===== src/rtl/core/dbc_pkg.sv =====
// Package for the directory block cache: types, sizes and helper functions.
// Used by every module of the block; it depends on nothing else.
`timescale 1ns / 1ps

package dbc_pkg;

  // Number of built slots and the widths that follow from it.
  localparam int SLOTS  = 8;
  localparam int SLOT_W = (SLOTS > 1) ? $clog2(SLOTS) : 1;
  localparam int CNT_W  = $clog2(SLOTS + 1);

  // Field widths fixed by the interface.
  localparam int OFF_W    = 64;
  localparam int SIZE_W   = 20;
  localparam int MODE_W   = 2;
  localparam int SLOTF_W  = 3;
  localparam int ACTIVE_W = 4;

  // Reset value of the active slot count register.
  localparam logic [ACTIVE_W-1:0] ACTIVE_RESET = 4'd6;

  // Depth of the two small queues.
  localparam int Q_DEPTH = 2;

  typedef enum logic [MODE_W-1:0] {
    MODE_LOOKUP = 2'd0,
    MODE_INSERT = 2'd1,
    MODE_FLUSH  = 2'd2
  } mode_e;

  // Command classes handed from the front to the back.
  typedef enum logic [2:0] {
    CMD_LOOKUP,
    CMD_INSERT_ZERO,
    CMD_INSERT,
    CMD_FLUSH,
    CMD_NOP
  } cmd_kind_e;

  typedef struct packed {
    logic [MODE_W-1:0] mode;
    logic [OFF_W-1:0]  start_offset;
    logic [SIZE_W-1:0] room;
    logic [OFF_W-1:0]  next_offset;
    logic              at_end;
  } req_t;

  typedef struct packed {
    logic               hit;
    logic [SLOTF_W-1:0] slot;
    logic [SIZE_W-1:0]  cached_size;
    logic [OFF_W-1:0]   cached_next_offset;
    logic               cached_at_end;
    logic               replaced;
  } rsp_t;

  typedef struct packed {
    cmd_kind_e kind;
    req_t      req;
  } cmd_t;

  // Clamp the programmed count into 1..SLOTS.
  function automatic logic [CNT_W-1:0] used_slots(input logic [ACTIVE_W-1:0] active);
    int v;
    v = int'(active);
    if (v < 1) v = 1;
    if (v > SLOTS) v = SLOTS;
    return CNT_W'(v);
  endfunction

  // The slot field carries the low three bits of the slot number.
  function automatic logic [SLOTF_W-1:0] slot_field(input logic [SLOT_W-1:0] idx);
    logic [SLOT_W+SLOTF_W-1:0] ext;
    ext = {{SLOTF_W{1'b0}}, idx};
    return ext[SLOTF_W-1:0];
  endfunction

endpackage


===== src/rtl/core/dbc_cmd_queue.sv =====
// Front of the directory block cache: classifies each request and queues it.
// Depends on dbc_pkg for the request and command types.
`timescale 1ns / 1ps

module dbc_cmd_queue (
  input  logic          clk_i,
  input  logic          rst_ni,
  input  logic          push_i,
  input  dbc_pkg::req_t req_i,
  output logic          full_o,
  output logic          valid_o,
  input  logic          pop_i,
  output dbc_pkg::cmd_t cmd_o
);

  dbc_pkg::cmd_t       mem_q [dbc_pkg::Q_DEPTH];
  dbc_pkg::cmd_t       cmd_in;
  logic                wr_ptr_q, wr_ptr_d;
  logic                rd_ptr_q, rd_ptr_d;
  logic [1:0]          count_q, count_d;
  logic                do_push, do_pop;

  // Decode the mode and spot the offset-zero insert, which has a fixed slot.
  always_comb begin
    cmd_in.req = req_i;
    case (dbc_pkg::mode_e'(req_i.mode))
      dbc_pkg::MODE_LOOKUP: begin
        cmd_in.kind = dbc_pkg::CMD_LOOKUP;
      end
      dbc_pkg::MODE_INSERT: begin
        cmd_in.kind = (req_i.start_offset == '0) ? dbc_pkg::CMD_INSERT_ZERO
                                                 : dbc_pkg::CMD_INSERT;
      end
      dbc_pkg::MODE_FLUSH: begin
        cmd_in.kind = dbc_pkg::CMD_FLUSH;
      end
      default: begin
        cmd_in.kind = dbc_pkg::CMD_NOP;
      end
    endcase
  end

  assign full_o  = (count_q == 2'(dbc_pkg::Q_DEPTH));
  assign valid_o = (count_q != 2'd0);
  assign do_push = push_i && !full_o;
  assign do_pop  = pop_i && valid_o;
  assign cmd_o   = mem_q[rd_ptr_q];

  // Pointer and fill count updates.
  always_comb begin
    wr_ptr_d = do_push ? ~wr_ptr_q : wr_ptr_q;
    rd_ptr_d = do_pop ? ~rd_ptr_q : rd_ptr_q;
    count_d  = count_q + 2'(do_push) - 2'(do_pop);
  end

  always_ff @(posedge clk_i or negedge rst_ni) begin
    if (!rst_ni) begin
      wr_ptr_q <= 1'b0;
      rd_ptr_q <= 1'b0;
      count_q  <= 2'd0;
    end else begin
      wr_ptr_q <= wr_ptr_d;
      rd_ptr_q <= rd_ptr_d;
      count_q  <= count_d;
    end
  end

  // Queue storage holds payload only.
  always_ff @(posedge clk_i) begin
    if (do_push) begin
      mem_q[wr_ptr_q] <= cmd_in;
    end
  end

endmodule


===== src/rtl/core/dbc_rsp_queue.sv =====
// Result queue of the directory block cache; parts the engine from the reader.
// Depends on dbc_pkg for the result type.
`timescale 1ns / 1ps

module dbc_rsp_queue (
  input  logic          clk_i,
  input  logic          rst_ni,
  input  logic          push_i,
  input  dbc_pkg::rsp_t rsp_i,
  output logic          full_o,
  output logic          empty_o,
  input  logic          pop_i,
  output dbc_pkg::rsp_t rsp_o
);

  dbc_pkg::rsp_t mem_q [dbc_pkg::Q_DEPTH];
  logic          wr_ptr_q, wr_ptr_d;
  logic          rd_ptr_q, rd_ptr_d;
  logic [1:0]    count_q, count_d;
  logic          do_push, do_pop;

  assign full_o  = (count_q == 2'(dbc_pkg::Q_DEPTH));
  assign empty_o = (count_q == 2'd0);
  assign do_push = push_i && !full_o;
  assign do_pop  = pop_i && !empty_o;
  assign rsp_o   = mem_q[rd_ptr_q];

  // Pointer and fill count updates.
  always_comb begin
    wr_ptr_d = do_push ? ~wr_ptr_q : wr_ptr_q;
    rd_ptr_d = do_pop ? ~rd_ptr_q : rd_ptr_q;
    count_d  = count_q + 2'(do_push) - 2'(do_pop);
  end

  always_ff @(posedge clk_i or negedge rst_ni) begin
    if (!rst_ni) begin
      wr_ptr_q <= 1'b0;
      rd_ptr_q <= 1'b0;
      count_q  <= 2'd0;
    end else begin
      wr_ptr_q <= wr_ptr_d;
      rd_ptr_q <= rd_ptr_d;
      count_q  <= count_d;
    end
  end

  always_ff @(posedge clk_i) begin
    if (do_push) begin
      mem_q[wr_ptr_q] <= rsp_i;
    end
  end

endmodule


===== src/rtl/core/dbc_engine.sv =====
// Back end of the directory block cache: the tag store and its slot scanner.
// Depends on dbc_pkg for command, result and size definitions.
`timescale 1ns / 1ps

module dbc_engine (
  input  logic                        clk_i,
  input  logic                        rst_ni,
  input  logic [dbc_pkg::CNT_W-1:0]   used_i,
  input  logic                        cmd_valid_i,
  input  dbc_pkg::cmd_t               cmd_i,
  output logic                        cmd_pop_o,
  input  logic                        rsp_full_i,
  output logic                        rsp_push_o,
  output dbc_pkg::rsp_t               rsp_o
);

  typedef enum logic [1:0] {
    ST_IDLE = 2'b01,
    ST_WORK = 2'b10
  } state_e;

  state_e                      state_q, state_d;
  dbc_pkg::cmd_t               cmd_q, cmd_d;
  logic [dbc_pkg::SLOT_W-1:0]  idx_q, idx_d;
  logic [dbc_pkg::SLOT_W-1:0]  last_idx;

  // Tag store; only the valid marks are reset.
  logic [dbc_pkg::SLOTS-1:0]   valid_q, valid_d;
  logic [dbc_pkg::OFF_W-1:0]   start_q [dbc_pkg::SLOTS];
  logic [dbc_pkg::OFF_W-1:0]   next_q  [dbc_pkg::SLOTS];
  logic [dbc_pkg::SIZE_W-1:0]  size_q  [dbc_pkg::SLOTS];
  logic                        eof_q   [dbc_pkg::SLOTS];

  logic                        wr_en;
  logic [dbc_pkg::SLOT_W-1:0]  wr_idx;
  logic                        match;

  assign last_idx = dbc_pkg::SLOT_W'(used_i - dbc_pkg::CNT_W'(1));

  // Lookup test against the slot under the scan pointer.
  assign match = valid_q[idx_q] && (start_q[idx_q] == cmd_q.req.start_offset)
                 && (cmd_q.req.room >= size_q[idx_q]);

  // Sequencer: load a command, then step one slot per cycle until decided; rsp_full_i holds it.
  always_comb begin
    state_d    = state_q;
    cmd_d      = cmd_q;
    idx_d      = idx_q;
    valid_d    = valid_q;
    cmd_pop_o  = 1'b0;
    rsp_push_o = 1'b0;
    rsp_o      = '0;
    wr_en      = 1'b0;
    wr_idx     = '0;
    case (state_q)
      ST_IDLE: begin
        if (cmd_valid_i) begin
          cmd_pop_o = 1'b1;
          cmd_d     = cmd_i;
          idx_d     = (cmd_i.kind == dbc_pkg::CMD_INSERT) ? dbc_pkg::SLOT_W'(1) : '0;
          state_d   = ST_WORK;
        end
      end
      ST_WORK: begin
        if (!rsp_full_i) begin
          case (cmd_q.kind)
            dbc_pkg::CMD_LOOKUP: begin
              if (match) begin
                rsp_push_o               = 1'b1;
                rsp_o.hit                = 1'b1;
                rsp_o.slot               = dbc_pkg::slot_field(idx_q);
                rsp_o.cached_size        = size_q[idx_q];
                rsp_o.cached_next_offset = next_q[idx_q];
                rsp_o.cached_at_end      = eof_q[idx_q];
              end else if (idx_q == last_idx) begin
                rsp_push_o = 1'b1;
              end else begin
                idx_d = idx_q + dbc_pkg::SLOT_W'(1);
              end
            end
            dbc_pkg::CMD_INSERT_ZERO: begin
              rsp_push_o     = 1'b1;
              rsp_o.replaced = valid_q[0];
              wr_en          = 1'b1;
            end
            dbc_pkg::CMD_INSERT: begin
              if (last_idx == '0) begin
                // A single active slot takes every insert.
                rsp_push_o     = 1'b1;
                rsp_o.replaced = valid_q[0];
                wr_en          = 1'b1;
              end else if (!valid_q[idx_q] || (idx_q == last_idx)) begin
                rsp_push_o     = 1'b1;
                rsp_o.slot     = dbc_pkg::slot_field(idx_q);
                rsp_o.replaced = valid_q[idx_q];
                wr_en          = 1'b1;
                wr_idx         = idx_q;
              end else begin
                idx_d = idx_q + dbc_pkg::SLOT_W'(1);
              end
            end
            dbc_pkg::CMD_FLUSH: begin
              rsp_push_o = 1'b1;
              valid_d    = '0;
            end
            default: begin
              rsp_push_o = 1'b1;
            end
          endcase
          if (wr_en) begin
            valid_d[wr_idx] = 1'b1;
          end
          if (rsp_push_o) begin
            state_d = ST_IDLE;
          end
        end
      end
      default: begin
        state_d = ST_IDLE;
      end
    endcase
  end

  always_ff @(posedge clk_i or negedge rst_ni) begin
    if (!rst_ni) begin
      state_q <= ST_IDLE;
      valid_q <= '0;
    end else begin
      state_q <= state_d;
      valid_q <= valid_d;
    end
  end

  // Command register, scan pointer and slot payload carry no reset.
  always_ff @(posedge clk_i) begin
    cmd_q <= cmd_d;
    idx_q <= idx_d;
    if (wr_en) begin
      start_q[wr_idx] <= cmd_q.req.start_offset;
      next_q[wr_idx]  <= cmd_q.req.next_offset;
      size_q[wr_idx]  <= cmd_q.req.room;
      eof_q[wr_idx]   <= cmd_q.req.at_end;
    end
  end

endmodule


===== src/rtl/core/directory_block_cache.sv =====
// Top level of the directory block cache: config register and the three parts.
// Depends on dbc_pkg, dbc_cmd_queue, dbc_engine and dbc_rsp_queue.
//
// Usage:
//   Requests enter through a queue interface: a transaction is taken at a
//   rising edge with push high and full low. Results leave the same way:
//   while empty is low the oldest result sits on rsp_o, and it is taken at
//   an edge with pop high. Every request gives exactly one result.
//   The active slot count is written through cfg_valid_i/cfg_ready_o; the
//   port is always ready and should only be written while the block is idle.
//   A request passes through the request queue, the engine and the result
//   queue. A lookup steps one slot per cycle, while the result queue has
//   room, until a hit or the last active slot; an insert from slot 1 on
//   until the first free slot or the last active slot. The single slot
//   scanner in the engine finishes one request before it takes the next.
//   Reset clears every valid mark and sets the active count to 6; no
//   clearing pass is needed. When the reader stalls, results pile up in a
//   two-entry queue, then the engine holds, and then the two-entry request
//   queue fills and raises full.
`timescale 1ns / 1ps

module directory_block_cache (
  input  logic                            clk_i,
  input  logic                            rst_ni,
  input  logic                            push,
  input  dbc_pkg::req_t                   req_i,
  output logic                            full,
  output logic                            empty,
  input  logic                            pop,
  output dbc_pkg::rsp_t                   rsp_o,
  input  logic                            cfg_valid_i,
  output logic                            cfg_ready_o,
  input  logic [dbc_pkg::ACTIVE_W-1:0]    cfg_data_i
);

  logic [dbc_pkg::ACTIVE_W-1:0] active_q, active_d;
  logic [dbc_pkg::CNT_W-1:0]    used;
  logic                         cmd_valid, cmd_pop;
  dbc_pkg::cmd_t                cmd;
  logic                         rsp_full, rsp_push;
  dbc_pkg::rsp_t                rsp_eng;

  // Configuration register.
  assign cfg_ready_o = 1'b1;
  assign active_d    = (cfg_valid_i && cfg_ready_o) ? cfg_data_i : active_q;
  assign used        = dbc_pkg::used_slots(active_q);

  always_ff @(posedge clk_i or negedge rst_ni) begin
    if (!rst_ni) begin
      active_q <= dbc_pkg::ACTIVE_RESET;
    end else begin
      active_q <= active_d;
    end
  end

  // Front: classify and queue requests.
  dbc_cmd_queue u_front (
    .clk_i   (clk_i),
    .rst_ni  (rst_ni),
    .push_i  (push),
    .req_i   (req_i),
    .full_o  (full),
    .valid_o (cmd_valid),
    .pop_i   (cmd_pop),
    .cmd_o   (cmd)
  );

  // Back: tag store and slot scanner.
  dbc_engine u_engine (
    .clk_i       (clk_i),
    .rst_ni      (rst_ni),
    .used_i      (used),
    .cmd_valid_i (cmd_valid),
    .cmd_i       (cmd),
    .cmd_pop_o   (cmd_pop),
    .rsp_full_i  (rsp_full),
    .rsp_push_o  (rsp_push),
    .rsp_o       (rsp_eng)
  );

  // Result queue toward the reader.
  dbc_rsp_queue u_rsp (
    .clk_i   (clk_i),
    .rst_ni  (rst_ni),
    .push_i  (rsp_push),
    .rsp_i   (rsp_eng),
    .full_o  (rsp_full),
    .empty_o (empty),
    .pop_i   (pop),
    .rsp_o   (rsp_o)
  );

  // The engine never hands a result to a full result queue.
  assert property (@(posedge clk_i) disable iff (!rst_ni) rsp_push |-> !rsp_full)
    else $error("result pushed into a full queue");

  // A waiting result stays until it is taken.
  assert property (@(posedge clk_i) disable iff (!rst_ni) (!empty && !pop) |=> !empty)
    else $error("waiting result vanished without a pop");

  // A lookup hit never reports a replacement.
  assert property (@(posedge clk_i) disable iff (!rst_ni)
                   (rsp_push && rsp_eng.hit) |-> !rsp_eng.replaced)
    else $error("hit result flagged as replaced");

  // A command is only taken from the front when one is waiting.
  assert property (@(posedge clk_i) disable iff (!rst_ni) cmd_pop |-> cmd_valid)
    else $error("engine popped an empty command queue");

endmodule

===== config.mk =====
export PLATFORM = sky130hd
export DESIGN_NAME = directory_block_cache
export DESIGN_NICKNAME = d
export VERILOG_FILES = /design/src/rtl/core/dbc_pkg.sv /design/src/rtl/core/dbc_cmd_queue.sv /design/src/rtl/core/dbc_rsp_queue.sv /design/src/rtl/core/dbc_engine.sv /design/src/rtl/core/directory_block_cache.sv
export SDC_FILE = /design/constraint.sdc
export NUM_CORES = 1
export LEC_CHECK = 0
export BUFFER_PORTS_ARGS = -buffer_cell sky130_fd_sc_hd__buf_2
export CAP_MARGIN = 30
export CORE_MARGIN = 10
export CORE_UTILIZATION = 55
export DETAILED_ROUTE_END_ITERATION = 10
export PLACE_DENSITY = 0.79
export SYNTH_ARGS = -nofsm -noshare
export SYNTH_HDL_FRONTEND = slang
export SYNTH_SLANG_ARGS = --single-unit

===== constraint.sdc =====
create_clock -name clk_i -period 24.8 [get_ports clk_i]
set_clock_uncertainty 0.2 [all_clocks]
set_input_delay 3.72 -clock clk_i [delete_from_list [all_inputs] [get_ports clk_i]]
set_output_delay 3.72 -clock clk_i [all_outputs]
set_load 0.1 [all_outputs]

==> results.rst <==
.. list-table::
   :header-rows: 1

   * - Metric
     - Value
   * - Peak supply drop
     - 0.0921 mV
   * - Leading post-synthesis cells by cell area
     - edfxtp_1 (78%), mux4_2 (7.4%), mux2_2 (4.4%), mux2i_1 (3.2%), dfrtp_1 (0.68%)
   * - Fin crit share
     - 29.6%
   * - Buffers on Ports
     - approximately 250
   * - Final number of setup-violating endpoints
     - 0
   * - F_max
     - 136 MHz
   * - Vertical extent of the die
     - 378 um
   * - Result of the run
     - completed
   * - Area of the die
     - between 100000 and 150000 um2
   * - Width of the chip
     - between 300 and 400 um
   * - Vias post-DR
     - between 30000 and 40000
   * - Net count after synthesis
     - approximately 3400
   * - Type of destination of the critical path
     - register
   * - Post-layout utilization of the core
     - a little over three fifths
   * - Iteration count of the initial detailed-routing pass
     - 5
   * - Fraction of registers with async set/reset
     - roughly 1.2%
   * - Mean cell area of the mapped netlist
     - between 20 and 25 um2
   * - Number of sinks driven by the clock tree
     - approximately 1900
   * - Final critical-path required period
     - approximately 7400 ps
   * - Hold buffer count at CTS
     - 0
   * - Leakage dissipation
     - 0.0260 uW
   * - R2R setup slack
     - approximately 17000 ps
   * - Starting utilization of the core area
     - 55.3%
   * - CP required
     - 25010 ps
   * - Deepest level of the CTS H-tree
     - 4
   * - Most frequent standard cell in the layout excluding fill and tap cells
     - edfxtp_1
   * - Area growth from synthesis to layout
     - 13.0%
   * - Final GP Congestion
     - 0.823
   * - DRC Markers
     - 0
   * - Total Wirelength
     - about 150 mm
   * - DP Wirelength
     - between 80 and 90 mm
   * - Register area share after synthesis
     - 79.0%
   * - Actual slew at the worst max-slew pin
     - between 1000 and 1500 ps
   * - Average wire per standard cell
     - around 28 um
   * - Crit-path max FO
     - ~110
   * - Unrepaired setup endpoints after global routing
     - false
   * - Overall power of the completed layout
     - between 9000 and 10000 uW
   * - Core footprint
     - 127000 um2
   * - YS warnings
     - 0
   * - Final cell count without fillers
     - 5424
   * - Number of cells after detailed placement
     - 5099
   * - Distinct cell type count of the synthesized netlist
     - 70
   * - Reg2reg path depth
     - 12
   * - Nets
     - about 3800
   * - Total Routing Usage GR
     - a little over a fifth
   * - Number of enable-type register cells in the synthesized netlist
     - about 1800
   * - Cell Pwr Density
     - approximately 120 nW/um2
   * - Most frequent cells in the layout
     - edfxtp_1 (1831), mux2_2 (275), buf_2 (251)
   * - Initial drt markers
     - 3740
   * - Root buffer selected by CTS
     - clkbuf_16
   * - Maxcap violations
     - 0
   * - Post-CTS setup-driven buffer insertion count
     - 0
   * - Final slew viol count
     - 0
   * - Wire length of the first global-routing pass
     - roughly 220 mm
   * - Path type of the worst setup path
     - register to register
   * - Portion of synthesized cell area occupied by the leading cell type
     - approximately four fifths
   * - Pin count of the biggest net entering global routing
     - approximately 110
   * - Inserted Clock Buffers
     - ~180
   * - Share of final-layout standard cells stronger than drive strength 1
     - between 20% and 30%
   * - Min-Delay Path Depth
     - 1
   * - Resize count post-CTS
     - 0
   * - Type of the tightest min-delay check
     - register to register
   * - Post-route antenna net violation count
     - 0
   * - Via count of the first global-routing pass
     - 34614
   * - Clock insertion delay at the later pin of the skew report
     - roughly 800 ps
   * - Cell accounting for the most synthesized area
     - edfxtp_1
   * - Endpoint of the worst register-to-register path
     - u_rsp.mem_q[1][24]$_DFFE_PP_
   * - Number of vias per cell after detailed routing
     - between 6 and 7
   * - Worst-case headroom to the max-slew limit
     - 32.2%
   * - Hold endpoint
     - u_engine.valid_q[6]$_DFFE_PN0P_
   * - Mapped cell area
     - between 70000 and 80000 um2
   * - Setup TNS
     - 0 ps
   * - Cell Rows
     - between 100 and 150
   * - Number of I/O pins
     - ~250
   * - Global route overflow
     - 0
   * - #FFs+latches synth
     - roughly 1900
   * - Antenna violations before repair
     - 6
   * - Top flip-flop cell by instance count after synthesis
     - edfxtp_1
   * - CTS clk-pin slew, worst paths
     - about 60 ps
   * - Crit path arrival time
     - between 7000 and 8000 ps
   * - Clock tree from TritonCTS
     - done
   * - Critical path launch point type
     - register
   * - Worst hold path startpoint
     - u_engine.valid_q[6]$_DFFE_PN0P_
   * - Count of endpoints failing hold in the final timing report
     - 0
   * - Longest Clk Path Bufs
     - 3
   * - Gate count after technology mapping
     - between 3000 and 4000
[final cells by class]
| cell class | count | area, um2 |
|---|---|---|
| Fill cell | 8290 | 47800 |
| Timing Repair Buffer | 312 | 1930 |
| Clock buffer | 214 | 4660 |
| Tap cell | 1662 | 2080 |
| Clock inverter | 109 | 1050 |
| Inverter | 19 | 71.3 |
| Multi-Input combinational cell | 1250 | 14100 |
| Sequential cell | 1856 | 55600 |
| Antenna cell | 2 | 5.00 |
[per-stage QoR]
step	area, um2	hold WS [ps]	worst slack [ps]
2_1_floorplan	70400	244	6210
3_3_place_gp	73600	254	16890
3_5_place_dp	73800	262	17610
4_1_cts	79500	276	17490
5_1_grt	79500	299	17110
6_report	79600	272	17450
[sequential cells by signal (all words and copies together) (netlist names), 3 cells and up, named ones only]
signal / count
u_engine.next_q: 512
u_rsp.mem_q: 180
u_engine.start_q: 512
u_front.mem_q: 304
u_engine.idx_q: 3
u_engine.eof_q: 8
u_engine.valid_q: 8
active_q: 4
u_engine.cmd_q: 152
u_engine.size_q: 160
[worst max-delay path by stage]
stage,end,slack [ps]
2_1_floorplan,u_engine.eof_q[6]$_DFFE_PP_,6210
3_3_place_gp,u_front.mem_q[0][152]$_DFFE_PP_,16890
3_5_place_dp,u_rsp.mem_q[1][22]$_DFFE_PP_,17610
4_1_cts,u_rsp.mem_q[1][13]$_DFFE_PP_,17490
5_1_grt,u_rsp.mem_q[1][13]$_DFFE_PP_,17110
6_report,u_rsp.mem_q[1][24]$_DFFE_PP_,17450
[cells in the mapped netlist (7+ instances only)]
| master | count |
|---|---|
| a21o_1 | 14 |
| a21oi_1 | 18 |
| a22o_1 | 16 |
| a22oi_1 | 31 |
| and3_1 | 11 |
| buf_1 | 22 |
| buf_2 | 18 |
| buf_4 | 15 |
| buf_6 | 10 |
| clkbuf_1 | 65 |
| dfrtp_1 | 19 |
| edfxtp_1 | 1831 |
| ha_1 | 29 |
| inv_1 | 19 |
| mux2_2 | 275 |
| mux2i_1 | 222 |
| mux4_2 | 232 |
| nand2_1 | 34 |
| nand2b_1 | 9 |
| nand3_1 | 7 |
| nand4_1 | 21 |
| nor2_1 | 103 |
| nor2b_1 | 12 |
| nor3_1 | 16 |
| nor4_1 | 26 |
| o21a_1 | 8 |
| o21ai_0 | 17 |
| o22ai_1 | 16 |
| xnor2_1 | 19 |
| xor2_1 | 31 |
[routing by layer]
layer / part of all wire (%) / GRT usage, % / wire, um / vias up
met1: 39 / 28.4 / 59200 / 17194
met2: 50 / 34.8 / 75200 / 1491
met4: 2.3 / 6.12 / 3440 / 4
li1: - / - / - / 14120
met3: 8.1 / 4.16 / 12200 / 245
met5: 0.014 / 0 / 21 / -
[logic make-up after synthesis]
family | after synthesis | share of synthesized area (%)
AOI/OAI and AO/OA | 151 | 1.57
xor gates and xnor gates | 50 | 0.622
adders and majority gates | 29 | 0.516
buffers and inverters | 150 | 1.03
DFF | 1856 | 79.0
muxes | 732 | 15.1
other | 1 | 0.00533
and+or+nand+nor | 287 | 2.18
[critical path, cell delays in order, from the launching register on]
cell and delay, ps:
dfxtp_4 820, buf_12 440, buf_4 840, mux4_2 600
mux2i_1 170, xor2_1 340, nand3b_1 130, or4b_1 590
nor4_4 370, nand4b_4 280, a21oi_4 300, and2_4 560
buf_4 780
[power by group]
group          internal (uW)  switching, uW
registers               4150            419
clock network           1530           1120
logic                    856           1520
total                   6530           3060
(Power assumes the default switching activity.)
